File: src/rtl/cds_pkg.sv
// shared types, constants and month-length function for the calendar date stepper
package cds_pkg;

  localparam int unsigned YEAR_W  = 14;
  localparam int unsigned MONTH_W = 4;
  localparam int unsigned DAY_W   = 5;
  localparam int unsigned KIND_W  = 3;

  localparam logic [YEAR_W-1:0]  YEAR_MIN    = YEAR_W'(1);
  localparam logic [YEAR_W-1:0]  YEAR_MAX    = YEAR_W'(9999);
  localparam logic [YEAR_W-1:0]  YEAR_RST    = YEAR_W'(2000);
  localparam logic [MONTH_W-1:0] MONTH_JAN   = MONTH_W'(1);
  localparam logic [MONTH_W-1:0] MONTH_FEB   = MONTH_W'(2);
  localparam logic [MONTH_W-1:0] MONTH_APR   = MONTH_W'(4);
  localparam logic [MONTH_W-1:0] MONTH_JUN   = MONTH_W'(6);
  localparam logic [MONTH_W-1:0] MONTH_SEP   = MONTH_W'(9);
  localparam logic [MONTH_W-1:0] MONTH_NOV   = MONTH_W'(11);
  localparam logic [MONTH_W-1:0] MONTH_DEC   = MONTH_W'(12);
  localparam logic [DAY_W-1:0]   DAY_FIRST   = DAY_W'(1);
  localparam logic [DAY_W-1:0]   DAYS_28     = DAY_W'(28);
  localparam logic [DAY_W-1:0]   DAYS_29     = DAY_W'(29);
  localparam logic [DAY_W-1:0]   DAYS_30     = DAY_W'(30);
  localparam logic [DAY_W-1:0]   DAYS_31     = DAY_W'(31);

  // reciprocal of 100 scaled by 2^19, exact quotient for years up to 9999
  localparam int unsigned RECIP100_W     = 13;
  localparam logic [RECIP100_W-1:0] RECIP100 = RECIP100_W'(5243);
  localparam int unsigned RECIP100_SHIFT = 19;
  localparam int unsigned CENT_W         = 7;

  typedef enum logic [KIND_W-1:0] {
    KIND_PREV_MONTH = 3'd0,
    KIND_NEXT_MONTH = 3'd1,
    KIND_PREV_DAY   = 3'd2,
    KIND_NEXT_DAY   = 3'd3,
    KIND_LOAD       = 3'd4
  } kind_t;

  typedef struct packed {
    logic [YEAR_W-1:0]  year;
    logic [MONTH_W-1:0] month;
    logic [DAY_W-1:0]   day;
  } date_t;

  // number of days in a month
  function automatic logic [DAY_W-1:0] last_day(input logic [MONTH_W-1:0] month,
                                                input logic leap);
    logic [DAY_W-1:0] days;
    days = DAYS_31;
    if (month == MONTH_FEB) begin
      days = leap ? DAYS_29 : DAYS_28;
    end else if (month == MONTH_APR || month == MONTH_JUN ||
                 month == MONTH_SEP || month == MONTH_NOV) begin
      days = DAYS_30;
    end
    return days;
  endfunction

endpackage

File: src/rtl/cds_leap.sv
// leap year test by reciprocal multiply for the century check
module cds_leap (
  input  logic [cds_pkg::YEAR_W-1:0] year,
  output logic                       leap
);
  import cds_pkg::*;

  localparam int unsigned PROD_W = YEAR_W + RECIP100_W;

  logic [PROD_W-1:0] prod;
  logic [CENT_W-1:0] cent;
  logic [YEAR_W-1:0] cent_x100;
  logic              div4;
  logic              div100;
  logic              div400;

  // year / 100 by multiply and shift
  assign prod = PROD_W'(year) * PROD_W'(RECIP100);
  assign cent = prod[RECIP100_SHIFT +: CENT_W];

  // cent * 100 as shifted adds
  assign cent_x100 = (YEAR_W'(cent) << 6) + (YEAR_W'(cent) << 5) + (YEAR_W'(cent) << 2);

  // divisibility flags
  assign div4   = (year[1:0] == 2'b00);
  assign div100 = (cent_x100 == year);
  assign div400 = div100 && (cent[1:0] == 2'b00);
  assign leap   = div4 && (!div100 || div400);

endmodule

File: src/rtl/cds_step.sv
// next-date logic for one request, plus leap flag of the resulting year
module cds_step (
  input  logic [cds_pkg::KIND_W-1:0]  kind,
  input  logic [cds_pkg::YEAR_W-1:0]  load_year,
  input  logic [cds_pkg::MONTH_W-1:0] load_month,
  input  logic [cds_pkg::DAY_W-1:0]   load_day,
  input  cds_pkg::date_t              cur,
  input  logic                        cur_leap,
  output cds_pkg::date_t              nxt,
  output logic                        nxt_leap
);
  import cds_pkg::*;

  date_t             back;
  date_t             fwd;
  logic [MONTH_W-1:0] earlier_month;
  logic [DAY_W-1:0]  cur_last;
  logic [DAY_W-1:0]  prev_last;

  // month step back with year borrow, day kept
  always_comb begin
    back = cur;
    if (cur.month <= MONTH_JAN) begin
      back.month = MONTH_DEC;
      if (cur.year > YEAR_MIN) begin
        back.year = cur.year - YEAR_W'(1);
      end
    end else begin
      back.month = cur.month - MONTH_W'(1);
    end
  end

  // month step forward with year carry, day kept
  always_comb begin
    fwd = cur;
    if (cur.month >= MONTH_DEC) begin
      fwd.month = MONTH_JAN;
      if (cur.year < YEAR_MAX) begin
        fwd.year = cur.year + YEAR_W'(1);
      end
    end else begin
      fwd.month = cur.month + MONTH_W'(1);
    end
  end

  // month lengths for current and previous month
  assign earlier_month = (cur.month <= MONTH_JAN) ? MONTH_DEC : cur.month - MONTH_W'(1);
  assign cur_last   = last_day(cur.month, cur_leap);
  assign prev_last  = last_day(earlier_month, cur_leap);

  // command select
  always_comb begin
    nxt = cur;
    unique case (kind)
      KIND_PREV_MONTH: nxt = back;
      KIND_NEXT_MONTH: nxt = fwd;
      KIND_PREV_DAY: begin
        if (cur.day <= DAY_FIRST) begin
          nxt     = back;
          nxt.day = prev_last;
        end else begin
          nxt.day = cur.day - DAY_W'(1);
        end
      end
      KIND_NEXT_DAY: begin
        if (cur.day >= cur_last) begin
          nxt     = fwd;
          nxt.day = DAY_FIRST;
        end else begin
          nxt.day = cur.day + DAY_W'(1);
        end
      end
      KIND_LOAD: begin
        nxt.year  = (load_year < YEAR_MIN) ? YEAR_MIN :
                    ((load_year > YEAR_MAX) ? YEAR_MAX : load_year);
        nxt.month = (load_month < MONTH_JAN) ? MONTH_JAN :
                    ((load_month > MONTH_DEC) ? MONTH_DEC : load_month);
        nxt.day   = (load_day < DAY_FIRST) ? DAY_FIRST : load_day;
      end
      default: nxt = cur;
    endcase
  end

  // leap flag travels with the year register
  cds_leap u_leap (
    .year (nxt.year),
    .leap (nxt_leap)
  );

endmodule

File: src/rtl/calendar_date_stepper.sv
// top level of the calendar date stepper: request register, date state, result register
//
// Holds a current Gregorian date and applies one command per request: load a
// date, step one month back or forward, or step one day back or forward.
// Input channel: in_valid/in_ready with in_kind and the in_load_* fields.
// Result channel: out_valid/out_ready with the date after the command.
// Each request gives exactly one result.
// Path: an accepted request goes through the request register, then the
// result register, before it is shown on the result channel.
// Throughput: one request per cycle unless the result is held; the date
// update is a single pass of logic from the request register and the date
// state into the result register, the new year's leap flag computed on the way in.
// Stalls: a held result blocks its own register and the date state; the
// request register still takes one more request, and in_ready drops when both are full.
// Reset: synchronous, active low; the date returns to January 1, 2000 and
// both registers are emptied.
module calendar_date_stepper (
  input  logic                        clk,
  input  logic                        rst_n,
  input  logic                        in_valid,
  output logic                        in_ready,
  input  logic [cds_pkg::KIND_W-1:0]  in_kind,
  input  logic [cds_pkg::YEAR_W-1:0]  in_load_year,
  input  logic [cds_pkg::MONTH_W-1:0] in_load_month,
  input  logic [cds_pkg::DAY_W-1:0]   in_load_day,
  output logic                        out_valid,
  input  logic                        out_ready,
  output logic [cds_pkg::YEAR_W-1:0]  out_cur_year,
  output logic [cds_pkg::MONTH_W-1:0] out_cur_month,
  output logic [cds_pkg::DAY_W-1:0]   out_cur_day
);
  import cds_pkg::*;

  logic               req_vld_r;
  logic [KIND_W-1:0]  req_kind_r;
  logic [YEAR_W-1:0]  req_year_r;
  logic [MONTH_W-1:0] req_month_r;
  logic [DAY_W-1:0]   req_day_r;
  date_t              date_r;
  logic               leap_r;
  logic               out_vld_r;
  date_t              out_date_r;
  date_t              date_nxt;
  logic               leap_nxt;
  logic               advance;

  // handshake
  assign advance  = req_vld_r && (!out_vld_r || out_ready);
  assign in_ready = !req_vld_r || advance;

  // request register
  always_ff @(posedge clk) begin
    if (!rst_n) begin
      req_vld_r <= 1'b0;
    end else if (in_ready) begin
      req_vld_r <= in_valid;
    end
    if (in_valid && in_ready) begin
      req_kind_r  <= in_kind;
      req_year_r  <= in_load_year;
      req_month_r <= in_load_month;
      req_day_r   <= in_load_day;
    end
  end

  // date update
  cds_step u_step (
    .kind       (req_kind_r),
    .load_year  (req_year_r),
    .load_month (req_month_r),
    .load_day   (req_day_r),
    .cur        (date_r),
    .cur_leap   (leap_r),
    .nxt        (date_nxt),
    .nxt_leap   (leap_nxt)
  );

  // date state and result register
  always_ff @(posedge clk) begin
    if (!rst_n) begin
      date_r.year  <= YEAR_RST;
      date_r.month <= MONTH_JAN;
      date_r.day   <= DAY_FIRST;
      leap_r       <= 1'b1;
      out_vld_r    <= 1'b0;
    end else begin
      if (advance) begin
        date_r <= date_nxt;
        leap_r <= leap_nxt;
      end
      if (advance) begin
        out_vld_r <= 1'b1;
      end else if (out_ready) begin
        out_vld_r <= 1'b0;
      end
    end
    if (advance) begin
      out_date_r <= date_nxt;
    end
  end

  assign out_valid     = out_vld_r;
  assign out_cur_year  = out_date_r.year;
  assign out_cur_month = out_date_r.month;
  assign out_cur_day   = out_date_r.day;

endmodule

File: config.mk
export PLATFORM = sky130hd
export DESIGN_NAME = calendar_date_stepper
export DESIGN_NICKNAME = d
export VERILOG_FILES = /design/src/rtl/cds_pkg.sv /design/src/rtl/cds_leap.sv /design/src/rtl/cds_step.sv /design/src/rtl/calendar_date_stepper.sv
export SDC_FILE = /design/constraint.sdc
export NUM_CORES = 1
export LEC_CHECK = 0
export ABC_AREA = 1
export ABC_CLOCK_PERIOD_IN_PS = 13400
export BUFFER_PORTS_ARGS = -buffer_cell sky130_fd_sc_hd__buf_2
export CAP_MARGIN = 20
export CORE_MARGIN = 2
export CORE_UTILIZATION = 35
export CTS_BUF_LIST = sky130_fd_sc_hd__clkbuf_4
export DETAILED_ROUTE_END_ITERATION = 10
export GPL_ROUTABILITY_DRIVEN = 1
export GPL_TIMING_DRIVEN = 1
export PLACE_DENSITY = 0.53
export SYNTH_ARGS = -nofsm -noshare
export SYNTH_HDL_FRONTEND = slang
export SYNTH_SLANG_ARGS = --single-unit
File: constraint.sdc
create_clock -name clk -period 13.4 [get_ports clk]
set_input_delay 2.01 -clock clk [delete_from_list [all_inputs] [get_ports clk]]
set_output_delay 2.01 -clock clk [all_outputs]
set_load 0.01 [all_outputs]
======== Yosys cells after proc, flatten, opt, wreduce, memory -nomap -nowiden ========
Index checks and enable logic that the tools add are counted.
W data, S select, Z words.
operators by class
  $add $sub $neg .......................... 8
  $mul .................................... 1
  order comparisons ....................... 11
  eq/ne operators ......................... 15
  multiplexer cells ....................... 23
  reduce and logical (&&, ||, !) cells .... 20
operators with widths
  kind                      number
  $pmux W23 S5              1
  $mux W14                  6
  $mux W18                  2
  $mul A14 B13 Y26 const B  1
  $mux W5                   5
  $eq A4 B3 Y1 const B      4
  $eq A4 B4 Y1 const B      4
  $mux W4                   4
  $add A13 B12 Y14          1
  $add A14 B1 Y14 const B   1
  $add A14 B9 Y14           1
  $eq A14 B14 Y1            1
  $gt A14 B1 Y1 const B     1
  $gt A14 B14 Y1 const B    1
  $lt A14 B1 Y1 const B     1
  $lt A14 B14 Y1 const B    1
  $sub A14 B1 Y14 const B   1
  $logic_or A1 B1 Y1        9
  $eq A4 B2 Y1 const B      2
  $eq A3 B2 Y1 const B      2
  $add A5 B1 Y5 const B     1
  $ge A5 B5 Y1              1
  $le A5 B1 Y1 const B      1
  $lt A5 B1 Y1 const B      1
  other kinds (15)          25
word-level totals
  register bits ........................... 75
  input port bits ......................... 30
  output and inout bits ................... 25
  word-level logic and storage cells ...... 91

======== Logic depth before layout (Yosys ltp) ========
  word-level depth ........................ 17
  mapped depth ............................ 58
  mapped depth without buffers ............ 57

======== By module ========
A second synthesis with hierarchy kept.
unflattened totals
  cells, all modules ...................... 1123
  area, all modules ....................... 8853.5 um^2
modules (own cells, without submodules)
  module                 instances  cells each  area each (um^2)
  cds_leap               1          499         4159.0
  calendar_date_stepper  1          201         2557.5
  cds_step               1          423         2137.0

======== Worst setup path before layout ========
No wires, ideal clock.
  kind .................................... flip-flop to flip-flop
  start point ............................. register date_r[5] (netlist name)
  end point ............................... register leap_r
  arrival ................................. 8.398 ns
  data required time ...................... 13.285 ns
  slack ................................... 4.887 ns
  stages on the path, launching flop included .. 48
  buffers on the path ..................... 0
  clock period less this slack ............ 8.513 ns
  cells stage by stage .................... dfxtp_1 > inv_1 > ha_1 > a21oi_1 > o21ai_0 > o21ai_0 > ha_1 > inv_1 > nand2_1 > a21o_1 > nand3_1 > nand2_1 > nand3_1 > nand4_1 > fa_1 > ha_1 > inv_1 > fa_1 > (+12 left out) > o221a_2 > xor2_1 > fa_1 > inv_1 > ha_1 > a21oi_1 > a21oi_1 > o21ai_0 > nand2_1 > xor2_1 > inv_1 > nand2_1 > nand2_1 > nand3_1 > nor2_1 > nand3_1 > nand2_1 > nand2_1
RTL lines
  what                      RTL line                     text
  start: declaration        calendar_date_stepper.sv:39  date_t date_r;
  start signal: assignment  calendar_date_stepper.sv:88  date_r <= date_nxt;
  end signal: assignment    calendar_date_stepper.sv:89  leap_r <= leap_nxt;
  end: declaration          calendar_date_stepper.sv:40  logic leap_r;

==> impl_metrics.ini <==
[floorplanning]
die_y_um = 163
die_w_um = 163
die_area_um2 = 26700
rows = 58
initial_utilization_pct = 35.5
core_area_um2 = 25000
pin_count = 55

[cells_and_area]
regArea_um2 = 1990
final_layout_size_suffix_gt1_share_pct = 12.8
area_growth_syn_to_layout_pct = 7.86
nNetsFinal = 1385
layout_commonest_cell = inv_1
multi_input_area_um2 = 5820
layout_common_cells = inv_1, nand2_1, ha_1
nFillCells = 2639

[grt]
grtUsageTotal_pct = 18.6
grt.met1_usage_pct = 24.6
overflow = 0
grt_pass1_wl_um = 38600
use_met3_pct = 2.08
antenna_found_initial = 2
grt_max_degree = 44
top_usage_layer = met2
grt_use_met2_pct = 32.3
first_global_vias = 7270

[yosys]
ys_types = 53
ys.warnings.count = 0
syn_inst = 1126
synth-edff-count = 49
avgSynthCellArea_um2 = 7.90
ys_ff_latch = 75
async_flop_share_pct = 0
synth_nets = 1339
synth_ff_type = edfxtp_1
syn_area_um2 = 8900
seq_area_frac_synth_pct = 22.4

[cts]
clk_latency_ps = 480
cts_sinks = 75
post-cts-setup-buffers = 0
cts_tree = yes
cts_buffer_depth = 2
cts_max_level = 3
cts_hold_buf = 0
cts_root_buf = clkbuf_4
cts_resized = 0
cts_inserted_buffers = 9
cts.reportedPaths.clkPinSlew_ps = 130

[detailed_routing]
routed_wl_um = 23500
drc = 0
drtPass1Iterations = 5
viasPerCell = 4.87
drt-initial-drc-count = 395
post_drt_wl_per_cell_um = 15.6
ant_nets = 0
num_vias = 7349

[timing]
max_freq_mhz = 103
hold_viol = 0
tightest_slew_ps = 1070
final-setup-viol-count = 0
rsz0062_at_grt = no
post-route-period-util_pct = 72.4
fin_hold_ws_ps = 501
period_minus_slack_ps = 9710
drv_slew = 0
finClkSkew_ps = 14.7
slew_headroom_pct = 28.8
tns_ps = 0

[critical_path]
r2r-start = date_r[5]
cp.required_ps = 13780
crit_arrival_ps = 10090
rr_worst_depth = 47
cpMaxStageDelayCell = nand4_1
crit_path_max_fanout = 10
start_kind = flop
end_kind = flop
r2r_end = leap_r
r2r_setup_slack_ps = 3690
worst_path_largest_cell_delay_ps = 640
crit_type = flop to flop
crit_path_frequent_cell = nand2_1

[flow_run]
maxCapViolCount = 0

[place]
gp_congestion = 0.911
io_buffers = 54
dp_hpwl_um = 19200

[min_path]
holdCritPathClass = flop to flop
hold_start = leap_r
min_path_cells = 2
whs_endpoint = leap_r

[outcome]
status = complete, no violations
[cell type report]
cell class	count	share of cell area, %
Multi-Input combinational cell	781	60.6
Antenna cell	2	0.0521
Clock buffer	10	0.782
Timing Repair Buffer	56	2.97
Clock inverter	6	0.691
Inverter	249	9.80
Sequential cell	75	20.8
Tap cell	330	4.30
[per-layer routing]
metal,vias to the layer above,wire length (µm)
met5,-,0
met4,0,357
met3,19,797
met2,149,11600
met1,3465,10800
li1,3716,-
[metrics by stage]
stage	cell area (µm²)	utilization, %	worst slack (ps)	cells
finish	9600	38.3	3690	1509
global route	9600	38.3	2830	1509
CTS	9590	38.3	3680	1507
detailed placement	9450	37.8	3750	1491
global placement	9450	37.8	3980	1491
floorplan	8900	-	4890	1126
[cells in the mapped netlist, drive strengths merged, types with 4 or more instances]
cell type	number	area, µm²
inv	246	923
nand2	217	840
ha	118	1480
nor2	96	448
nand3	74	430
fa	65	1300
a21oi	62	322
o21ai	55	275
edfxtp	49	1470
dfxtp	26	521
nand4	16	106
xor2	16	148
buf	14	119
clkbuf	7	26.3
nor3	7	61.3
nor4	5	31.3
o22ai	5	31.3
a211oi	4	30.0
a31oi	4	25.0
o211ai	4	30.0
[sequential cells by signal (all words and copies together) (netlist names)]
signal and cells:
req_vld_r 1, out_cur_month 4, req_day_r 5, req_month_r 4
leap_r 1, out_valid 1, req_kind_r 3, date_r 23
req_year_r 14, out_cur_year 14, out_cur_day 5
[cell families after synthesis]
kind of cell             after synthesis  synth area share, %
buffers and inverters                270                 12.2
adder cells (fa/ha/maj)              183                 31.2
XOR/XNOR                              19                 1.95
AND/OR/NAND/NOR                      424                 22.2
flip-flops                            75                 22.4
AO/OA/AOI/OAI                        155                 10.0
[worst max path at each step]
stage / slack [ps] / endpoint / from / cells after the start
final: 3690 / leap_r / date_r[5] / 47
after detailed placement: 3750 / leap_r / date_r[5] / 46
after global routing: 2830 / leap_r / date_r[5] / 46
after global placement: 3980 / leap_r / date_r[6] / 47
after floorplan: 4890 / leap_r / date_r[5] / 47
after CTS: 3680 / leap_r / date_r[5] / 46
[critical path: cells and delay by family, from the launching register on]
| kind | cells | cell delay, ps |
|---|---|---|
| compound gates | 11 | 1670 |
| buf+inv | 8 | 600 |
| flops | 1 | 390 |
| simple gates | 16 | 2390 |
| xor+xnor | 2 | 380 |
| fa+ha+maj | 10 | 4190 |
Power is not shown: default switching activity piles up to over one toggle a cycle in this logic, so the estimate is an artifact.
